**config.mk**
```make
export PLATFORM = sky130hd
export DESIGN_NAME = configurable_crc_engine
export DESIGN_NICKNAME = d
export VERILOG_FILES = /design/src/hw/rtl/ccrc_pkg.sv /design/src/hw/rtl/configurable_crc_engine.sv
export SDC_FILE = /design/constraint.sdc
export NUM_CORES = 1
export LEC_CHECK = 0
export ABC_AREA = 1
export BUFFER_PORTS_ARGS = -buffer_cell sky130_fd_sc_hd__buf_2
export CAP_MARGIN = 0
export CORE_ASPECT_RATIO = 1.5
export CORE_MARGIN = 2
export CORE_UTILIZATION = 30
export DETAILED_ROUTE_END_ITERATION = 8
export HOLD_SLACK_MARGIN = 0.12
export RECOVER_POWER = 100
export SYNTH_ARGS = -nofsm -noshare
export SYNTH_HDL_FRONTEND = slang
export SYNTH_SLANG_ARGS = --single-unit
```
**constraint.sdc**
```tcl
create_clock -name aclk -period 4.13 [get_ports aclk]
set_clock_uncertainty 0.2 [all_clocks]
set_input_delay 0.2065 -clock aclk [delete_from_list [all_inputs] [get_ports aclk]]
set_output_delay 0.2065 -clock aclk [all_outputs]
set_load 0.02 [all_outputs]
```
**src/hw/rtl/ccrc_pkg.sv**
```systemverilog
// ----------------------------------------------------------------------------
// ccrc_pkg: shared types and helpers for the configurable CRC engine
// Word layouts of both channels, register indexes, reset values and the
// byte-wide CRC update used by the datapath.
// ----------------------------------------------------------------------------
package ccrc_pkg;

    localparam int unsigned CRC_W     = 32;
    localparam int unsigned BYTE_W    = 8;
    localparam int unsigned CFG_IDX_W = 2;

    // Register indexes on the configuration port
    localparam logic [CFG_IDX_W-1:0] CFG_POLYNOMIAL     = 2'd0;
    localparam logic [CFG_IDX_W-1:0] CFG_WIDTH_SELECT   = 2'd1;
    localparam logic [CFG_IDX_W-1:0] CFG_REFLECT_INPUT  = 2'd2;
    localparam logic [CFG_IDX_W-1:0] CFG_REFLECT_OUTPUT = 2'd3;

    // Width selector codes; the unused code behaves as 32 bits
    localparam logic [1:0] WSEL_8  = 2'd0;
    localparam logic [1:0] WSEL_16 = 2'd1;
    localparam logic [1:0] WSEL_32 = 2'd2;

    localparam logic [CRC_W-1:0] POLY_RESET = 32'h0000_0031;
    localparam logic [CRC_W-1:0] CRC_ALL_ONES = 32'hFFFF_FFFF;

    typedef struct packed {
        logic [BYTE_W-1:0] data_byte;
        logic              last_byte;
    } ccrc_in_t;

    typedef struct packed {
        logic [CRC_W-1:0] crc_value;
        logic             config_error;
    } ccrc_out_t;

    function automatic logic [BYTE_W-1:0] reverse_byte(input logic [BYTE_W-1:0] v);
        logic [BYTE_W-1:0] r;
        for (int i = 0; i < BYTE_W; i++) begin
            r[i] = v[BYTE_W-1-i];
        end
        return r;
    endfunction

    function automatic logic [CRC_W-1:0] reverse_word(input logic [CRC_W-1:0] v);
        logic [CRC_W-1:0] r;
        for (int i = 0; i < CRC_W; i++) begin
            r[i] = v[CRC_W-1-i];
        end
        return r;
    endfunction

    // Move a right-aligned value of the selected width to the top of the word;
    // bits above the width fall off, which also applies the width mask.
    function automatic logic [CRC_W-1:0] align_msb(input logic [CRC_W-1:0] v,
                                                   input logic [1:0]       wsel);
        logic [CRC_W-1:0] r;
        case (wsel)
            WSEL_8:  r = {v[7:0], 24'd0};
            WSEL_16: r = {v[15:0], 16'd0};
            default: r = v;
        endcase
        return r;
    endfunction

    function automatic logic [CRC_W-1:0] align_lsb(input logic [CRC_W-1:0] v,
                                                   input logic [1:0]       wsel);
        logic [CRC_W-1:0] r;
        case (wsel)
            WSEL_8:  r = {24'd0, v[31:24]};
            WSEL_16: r = {16'd0, v[31:16]};
            default: r = v;
        endcase
        return r;
    endfunction

    // Eight MSB-first division steps on an MSB-aligned remainder
    function automatic logic [CRC_W-1:0] crc_byte_step(input logic [CRC_W-1:0]  rem,
                                                       input logic [BYTE_W-1:0] b,
                                                       input logic [CRC_W-1:0]  poly);
        logic [CRC_W-1:0] c;
        c = rem ^ {b, 24'd0};
        for (int i = 0; i < BYTE_W; i++) begin
            if (c[CRC_W-1]) begin
                c = {c[CRC_W-2:0], 1'b0} ^ poly;
            end else begin
                c = {c[CRC_W-2:0], 1'b0};
            end
        end
        return c;
    endfunction

endpackage

```
**src/hw/rtl/configurable_crc_engine.sv**
```systemverilog
// ----------------------------------------------------------------------------
// configurable_crc_engine: byte-serial CRC-8/16/32 with optional reflection
// Input register, byte update of the running remainder register, and a
// result register that carries the finished CRC of each message.
// ----------------------------------------------------------------------------
// Usage:
//   s_valid/s_ready/s_data take one message byte per word; last_byte closes
//   the message. m_valid/m_ready/m_data give one word per message: the CRC
//   in its low width bits, or all ones with config_error when the polynomial
//   masked to the width is zero.
//   cfg_wr_en/cfg_wr_index/cfg_wr_data write polynomial, width select and the
//   two reflection flags; write them only while no message is in flight.
//   Throughput is one byte per cycle while no last byte waits for the result
//   register. A byte is registered at acceptance and folded into the remainder
//   from the input register, where a last byte also loads the result register
//   that drives m_data. The eight-step XOR update between the input register
//   and the remainder register sets the clock period.
//   A stalled receiver holds the result; bytes that are not last keep
//   flowing, and a last byte waits in the input register until the result
//   register frees up.
//   Reset empties both registers, clears the remainder and loads the
//   register defaults (poly 0x31, 8 bits, both reflections on).
// ----------------------------------------------------------------------------
module configurable_crc_engine (
    input  logic                                aclk,
    input  logic                                aresetn,
    input  logic                                s_valid,
    output logic                                s_ready,
    input  ccrc_pkg::ccrc_in_t                  s_data,
    output logic                                m_valid,
    input  logic                                m_ready,
    output ccrc_pkg::ccrc_out_t                 m_data,
    input  logic                                cfg_wr_en,
    input  logic [ccrc_pkg::CFG_IDX_W-1:0]      cfg_wr_index,
    input  logic [ccrc_pkg::CRC_W-1:0]          cfg_wr_data
);
    import ccrc_pkg::*;

    logic [CRC_W-1:0] poly_reg;
    logic [1:0]       wsel_reg;
    logic             refl_in_reg;
    logic             refl_out_reg;

    logic             in_valid_reg;
    ccrc_in_t         in_word_reg;
    logic [CRC_W-1:0] rem_reg;
    logic [CRC_W-1:0] rem_next;
    logic             out_valid_reg;
    ccrc_out_t        out_word_reg;
    ccrc_out_t        out_word_next;

    logic             advance;
    logic [BYTE_W-1:0] byte_in;
    logic [CRC_W-1:0] poly_aligned;
    logic [CRC_W-1:0] crc_aligned;

    // A last byte needs a free result register; other bytes always move on
    assign advance = in_valid_reg
                     && (!in_word_reg.last_byte || !out_valid_reg || m_ready);
    assign s_ready = !in_valid_reg || advance;
    assign m_valid = out_valid_reg;
    assign m_data  = out_word_reg;

    always_comb begin
        byte_in      = refl_in_reg ? reverse_byte(in_word_reg.data_byte)
                                   : in_word_reg.data_byte;
        poly_aligned = align_msb(poly_reg, wsel_reg);
        crc_aligned  = crc_byte_step(align_msb(rem_reg, wsel_reg), byte_in, poly_aligned);
        rem_next     = in_word_reg.last_byte ? '0 : align_lsb(crc_aligned, wsel_reg);

        if (poly_aligned == '0) begin
            out_word_next.crc_value    = CRC_ALL_ONES;
            out_word_next.config_error = 1'b1;
        end else begin
            // reversing the MSB-aligned word lands the reflected CRC in the low bits
            out_word_next.crc_value    = refl_out_reg ? reverse_word(crc_aligned)
                                                      : align_lsb(crc_aligned, wsel_reg);
            out_word_next.config_error = 1'b0;
        end
    end

    always_ff @(posedge aclk) begin
        if (!aresetn) begin
            poly_reg      <= POLY_RESET;
            wsel_reg      <= WSEL_8;
            refl_in_reg   <= 1'b1;
            refl_out_reg  <= 1'b1;
            in_valid_reg  <= 1'b0;
            out_valid_reg <= 1'b0;
            rem_reg       <= '0;
        end else begin
            if (cfg_wr_en) begin
                unique case (cfg_wr_index)
                    CFG_POLYNOMIAL:     poly_reg     <= cfg_wr_data;
                    CFG_WIDTH_SELECT:   wsel_reg     <= cfg_wr_data[1:0];
                    CFG_REFLECT_INPUT:  refl_in_reg  <= cfg_wr_data[0];
                    CFG_REFLECT_OUTPUT: refl_out_reg <= cfg_wr_data[0];
                    default: ;
                endcase
            end

            if (s_ready) begin
                in_valid_reg <= s_valid;
            end

            if (advance) begin
                rem_reg <= rem_next;
            end

            // drop the result once taken, load a fresh one on a last byte
            if (advance && in_word_reg.last_byte) begin
                out_valid_reg <= 1'b1;
            end else if (m_ready) begin
                out_valid_reg <= 1'b0;
            end
        end
    end

    always_ff @(posedge aclk) begin
        if (s_ready && s_valid) begin
            in_word_reg <= s_data;
        end
        if (advance && in_word_reg.last_byte) begin
            out_word_reg <= out_word_next;
        end
    end

endmodule
```
Word-level counts from Yosys, hierarchy flattened
Cells that the tools add are included.
Widths: inputs -> output; s select.
- input bits: 48
- word-level logic and storage cells: 58
- output and inout port bits: 35
- register bits after elaboration: 112
- reduce and logical (&&, ||, !) cells: 17
- equal/unequal tests: 4
- multiplexer cells: 17
- bitwise logic cells: 9
- operators by type and width (operator ; number):
    $mux 32 ; 10
    $xor 32x32->32 ; 9
    $pmux 32 s2 ; 3
    $logic_not 32->1 ; 1
    $mux 8 ; 1
    $reduce_and 2->1 ; 4
    $eq 2x1->1 const B ; 2
    $eq 2x2->1 const B ; 2
    $logic_not 2->1 ; 2
    $logic_and 1x1->1 ; 3
    $logic_not 1->1 ; 3
    $logic_or 1x1->1 ; 3
    $mux 1 ; 3
    $reduce_bool 2->1 ; 1

Longest topological paths before layout
- word-level depth: 21
- depth in mapped cells: 37
- mapped depth without buffers: 34

Least setup slack after synthesis
OpenSTA, ideal clock, no wires.
- path kind: flip-flop to flip-flop
- from: register wsel_reg[0]
- to: register out_word_reg (netlist bit m_data[10]) (data pin)
- setup time: 0.275 ns
- buffers on the path: 3
- arrival time: 3.099 ns
- cell stages (with the launch flop): 32
- data required time: 3.655 ns
- path slack: 0.555 ns
- cells stage by stage: dfxtp_1 -> buf_4 -> nor2_4 -> nand2_1 -> nand3_2 -> nand2_2 -> nand2_4 -> nand3_1 -> nand2_1 -> buf_6 -> nand3_2 -> nand2_4 -> nand2_1 -> nand2_2 -> nand2_4 -> nand2_2 -> nand2_2 -> nand2_4 -> nor2_4 -> nand2_4 -> nand3_2 -> nand2_2 -> inv_2 -> nor2_4 -> nand3_2 -> nand2_2 -> buf_2 -> nor2_1 -> xnor2_1 -> nand2_1 -> nand2_1 -> o211ai_1
- cells in the longest elaborated chain, start to end: 21
- elaborated cells between the ends (all ways): 24
- classes of those cells: 1 x eq/ne; 12 x mux; 9 x bitwise; 2 x reduce/logical
- RTL lines (item ; line ; source):
    start: declaration ; configurable_crc_engine.sv:40 ; logic [1:0] wsel_reg;
    start signal: assignment ; configurable_crc_engine.sv:95 ; CFG_WIDTH_SELECT: wsel_reg <= cfg_wr_data[1:0];
    $eq 2x1->1 / $logic_not 2->1 (equally long branches) ; ccrc_pkg.sv:57, ccrc_pkg.sv:68 ;
    $pmux 32 s2 ; ccrc_pkg.sv:57 ; case (wsel)
    $xor 32x32->32 ; ccrc_pkg.sv:81 ; c = rem ^ {b, 24'd0};
    $xor 32x32->32 ; ccrc_pkg.sv:84 ; c = {c[CRC_W-2:0], 1'b0} ^ poly;
    $mux 32 ; ccrc_pkg.sv:83 ; if (c[CRC_W-1]) begin
    $xor 32x32->32 ; ccrc_pkg.sv:84 ;
    $mux 32 ; ccrc_pkg.sv:83 ;
    $xor 32x32->32 ; ccrc_pkg.sv:84 ;
    [... 5 more ...] ; n/a ;
    $xor 32x32->32 ; ccrc_pkg.sv:84 ;
    $mux 32 ; ccrc_pkg.sv:83 ;
    $xor 32x32->32 ; ccrc_pkg.sv:84 ;
    $mux 32 ; ccrc_pkg.sv:83 ;
    $xor 32x32->32 ; ccrc_pkg.sv:84 ;
    $mux 32 ; ccrc_pkg.sv:83 ;
    $pmux 32 s2 ; ccrc_pkg.sv:68 ; case (wsel)
    $mux 32 ; configurable_crc_engine.sv:76 ; out_word_next.crc_value = refl_out_reg ? reverse_word(crc_aligned)
    end signal: assignment ; configurable_crc_engine.sv:124 ; out_word_reg <= out_word_next;
    end: declaration ; configurable_crc_engine.sv:49 ; ccrc_out_t out_word_reg;
Parallel ways exist; a longest one is shown, timed or not.
A chain may end at the register's enable or synchronous reset.

Final worst setup path
- from: register wsel_reg[0]
- to: register out_word_reg (netlist bit m_data[4]) (data pin)
Same word-level chain as after synthesis.

==> impl_metrics.env <==
export IMPL_place_area_um2=11600
export IMPL_pin_count=83
export IMPL_setup_viol=18
export IMPL_numClockSinks=112
export IMPL_worstSetupPathType="flop to flop"
export IMPL_ys_seq_area_share_pct=27.2
export IMPL_ir_drop_uv=223
export IMPL_drt_iter0_markers=719
export IMPL_crit_arrival_ns=4.09
export IMPL_place_congestion=0.931
export IMPL_routed_wl_um=38200
export IMPL_rsz0062_at_grt="yes"
export IMPL_rows=81
export IMPL_fin_crit_ns=4.21
export IMPL_insertion_delay_ns=0.37
export IMPL_finalCritPeriodShare_pct=102
export IMPL_die_w_um=151
export IMPL_synth_warnings=0
export IMPL_layout_setup_ws_ns=-0.0773
export IMPL_synth_edff_count=42
export IMPL_synth_largest_area_cell="nand2_1"
export IMPL_cts_tree="yes"
export IMPL_slowest_stage="dfxtp_4"
export IMPL_root_buffer="clkbuf_16"
export IMPL_clockBufferDepth=2
export IMPL_syn_num_nets=1578
export IMPL_die_h_um=225
export IMPL_syn_area_per_cell_um2=6.39
export IMPL_stdcell_count=2209
export IMPL_drv_slew=34
export IMPL_start_util_pct=30.2
export IMPL_synth_seq_cells=112
export IMPL_outcome="finished with violations"
export IMPL_netlist_area_leader_share_pct=20.1
export IMPL_drive_gt1_share_pct=30.6
export IMPL_grt_pass1_vias=10000
export IMPL_worst_path_max_fanout=6
export IMPL_synth_area_top_cells="nand2_1 20%, dfxtp_1 14%, edfxtp_1 13%"
export IMPL_hpwl_um=29000
export IMPL_cpPeakStageDelay_ns=0.38
export IMPL_async_flop_share_pct=0
export IMPL_gr_total_overflow=0
export IMPL_setup_worst_path_start_class="flop"
export IMPL_drv_cap=1
export IMPL_synth_flop_cell="dfxtp_1"
export IMPL_grt_pass1_wl_um=55300
export IMPL_yosysMostFrequentCell="nand2_1"
export IMPL_placed_cells=2111
export IMPL_vias_per_cell=4.99
export IMPL_finalHoldViolCount=0
export IMPL_dieArea_um2=34100
export IMPL_grt_max_degree=55
export IMPL_nets=1837
export IMPL_core_area_um2=32300
export IMPL_cts_buffers=9
export IMPL_min_path_type="flop to flop"
export IMPL_netlist_area_um2=9780
export IMPL_endpoint_kind="flop"
export IMPL_track_usage_pct=21.3
export IMPL_wl_per_cell_um=17.3
export IMPL_dr_pass1_iters=6
export IMPL_whs_ns=0.272
export IMPL_port_buffers=82
export IMPL_maxSlewHeadroom_pct=-16.2
export IMPL_cts_htree_levels=3
export IMPL_cp_required_ns=4.01
export IMPL_drc_errors=0
export IMPL_clk_pin_slew_worst_paths_ns=0.08
export IMPL_synthTopCellsByCount="523 x nand2_1, 142 x nand3_1, 130 x inv_1"
export IMPL_final_area_um2=14200
export IMPL_critPathMostFrequentCell="nand2_1"
export IMPL_max_freq_ghz=0.238
export IMPL_worst_pin_slew_ns=1.74
export IMPL_ys_types=35
export IMPL_failed_checks="max-capacitance violations, max-slew violations, negative setup slack"
export IMPL_num_vias=11000
export IMPL_largest_register_ff_count=33
export IMPL_antenna_found_initial=0
export IMPL_diodes=0
export IMPL_area_growth_pct=45.2
export IMPL_ant_nets=0
export IMPL_syn_inst=1530
export IMPL_p_leak_nw=6.04
export IMPL_p_per_area_nw_per_um2=406
-- final cells by class --
cell class / count / area, µm²
Inverter: 144 / 552
Clock buffer: 11 / 264
Fill cell: 3256 / 18100
Multi-Input combinational cell: 1197 / 7530
Clock inverter: 5 / 45.0
Tap cell: 415 / 519
Sequential cell: 112 / 2670
Timing Repair Buffer: 325 / 2620
-- per-layer routing --
metal	GRT usage (%)	wire, µm
met5	0	0
met2	38.0	18800
met1	24.2	14400
met3	2.04	1740
met4	12.5	3250
-- report_power, final --
part | internal [mW] | switching (mW)
registers | 1.23 | 0.0372
logic | 1.56 | 2.02
clock network | 0.472 | 0.445
total | 3.26 | 2.50
-- placed cells by master, fill, tap and decap left out, types with 43 or more instances in the layout --
cell type	Yosys	final
nand2_1	523	403
buf_4	10	142
inv_1	130	119
nor2_1	125	99
nand3_1	142	95
xnor2_1	104	91
nand2_2	10	81
dfxtp_1	70	67
xor2_1	73	65
o21ai_0	61	60
dlygate4sd3_1	0	55
nand2_4	5	51
buf_2	23	44
nand3_2	10	43
-- critical path, delay by kind of cell, from the launching register on --
family,cells,cell delay (ns)
AND/OR/NAND/NOR,26,2.60
buffers and inverters,7,0.61
flip-flops,1,0.38
AO/OA/AOI/OAI,1,0.12
-- per-stage QoR --
stage,TNS [ns],setup WS [ns],power [mW],util [%]
2_1_floorplan,0,0.555,2.81,-
3_3_place_gp,0,0.0246,3.79,35.9
3_5_place_dp,-0.190,-0.0531,3.81,35.9
4_1_cts,0,0.00645,4.77,38.6
5_1_grt,-12.09,-0.327,6.06,43.9
6_report,-0.627,-0.0773,5.76,43.9
-- final timing paths --
path                     from     endpoint  slack (ns)  cells after the start
setup / recovery  wsel_reg[0]    m_data[4]       -0.08                     34
hold reg to reg   rem_reg[22]  rem_reg[22]        0.27                      2
hold / removal    rem_reg[22]  rem_reg[22]        0.27                      2
setup reg to reg  wsel_reg[0]    m_data[4]       -0.08                     34
-- kinds of logic (layout without fill, tap and decap cells) --
| logic type | Yosys count | in the layout | synth area share (%) |
|---|---|---|---|
| flip-flops | 112 | 112 | 27.2 |
| buffers and inverters | 223 | 485 | 9.88 |
| AO/OA/AOI/OAI | 167 | 167 | 10.2 |
| AND/OR/NAND/NOR | 851 | 853 | 36.8 |
| XOR/XNOR | 177 | 177 | 15.9 |
-- repair_timing --
action / CTS / global route
gates cloned: 0 / 5
setup endpoints to repair: 11 / 64
hold buffers: 55 / 0
buffers inserted: 0 / 24
gates resized for setup: 6 / 372
pin swaps: 0 / 115
hold endpoints to repair: 47 / 0
Power figures use the tool's default switching activity.
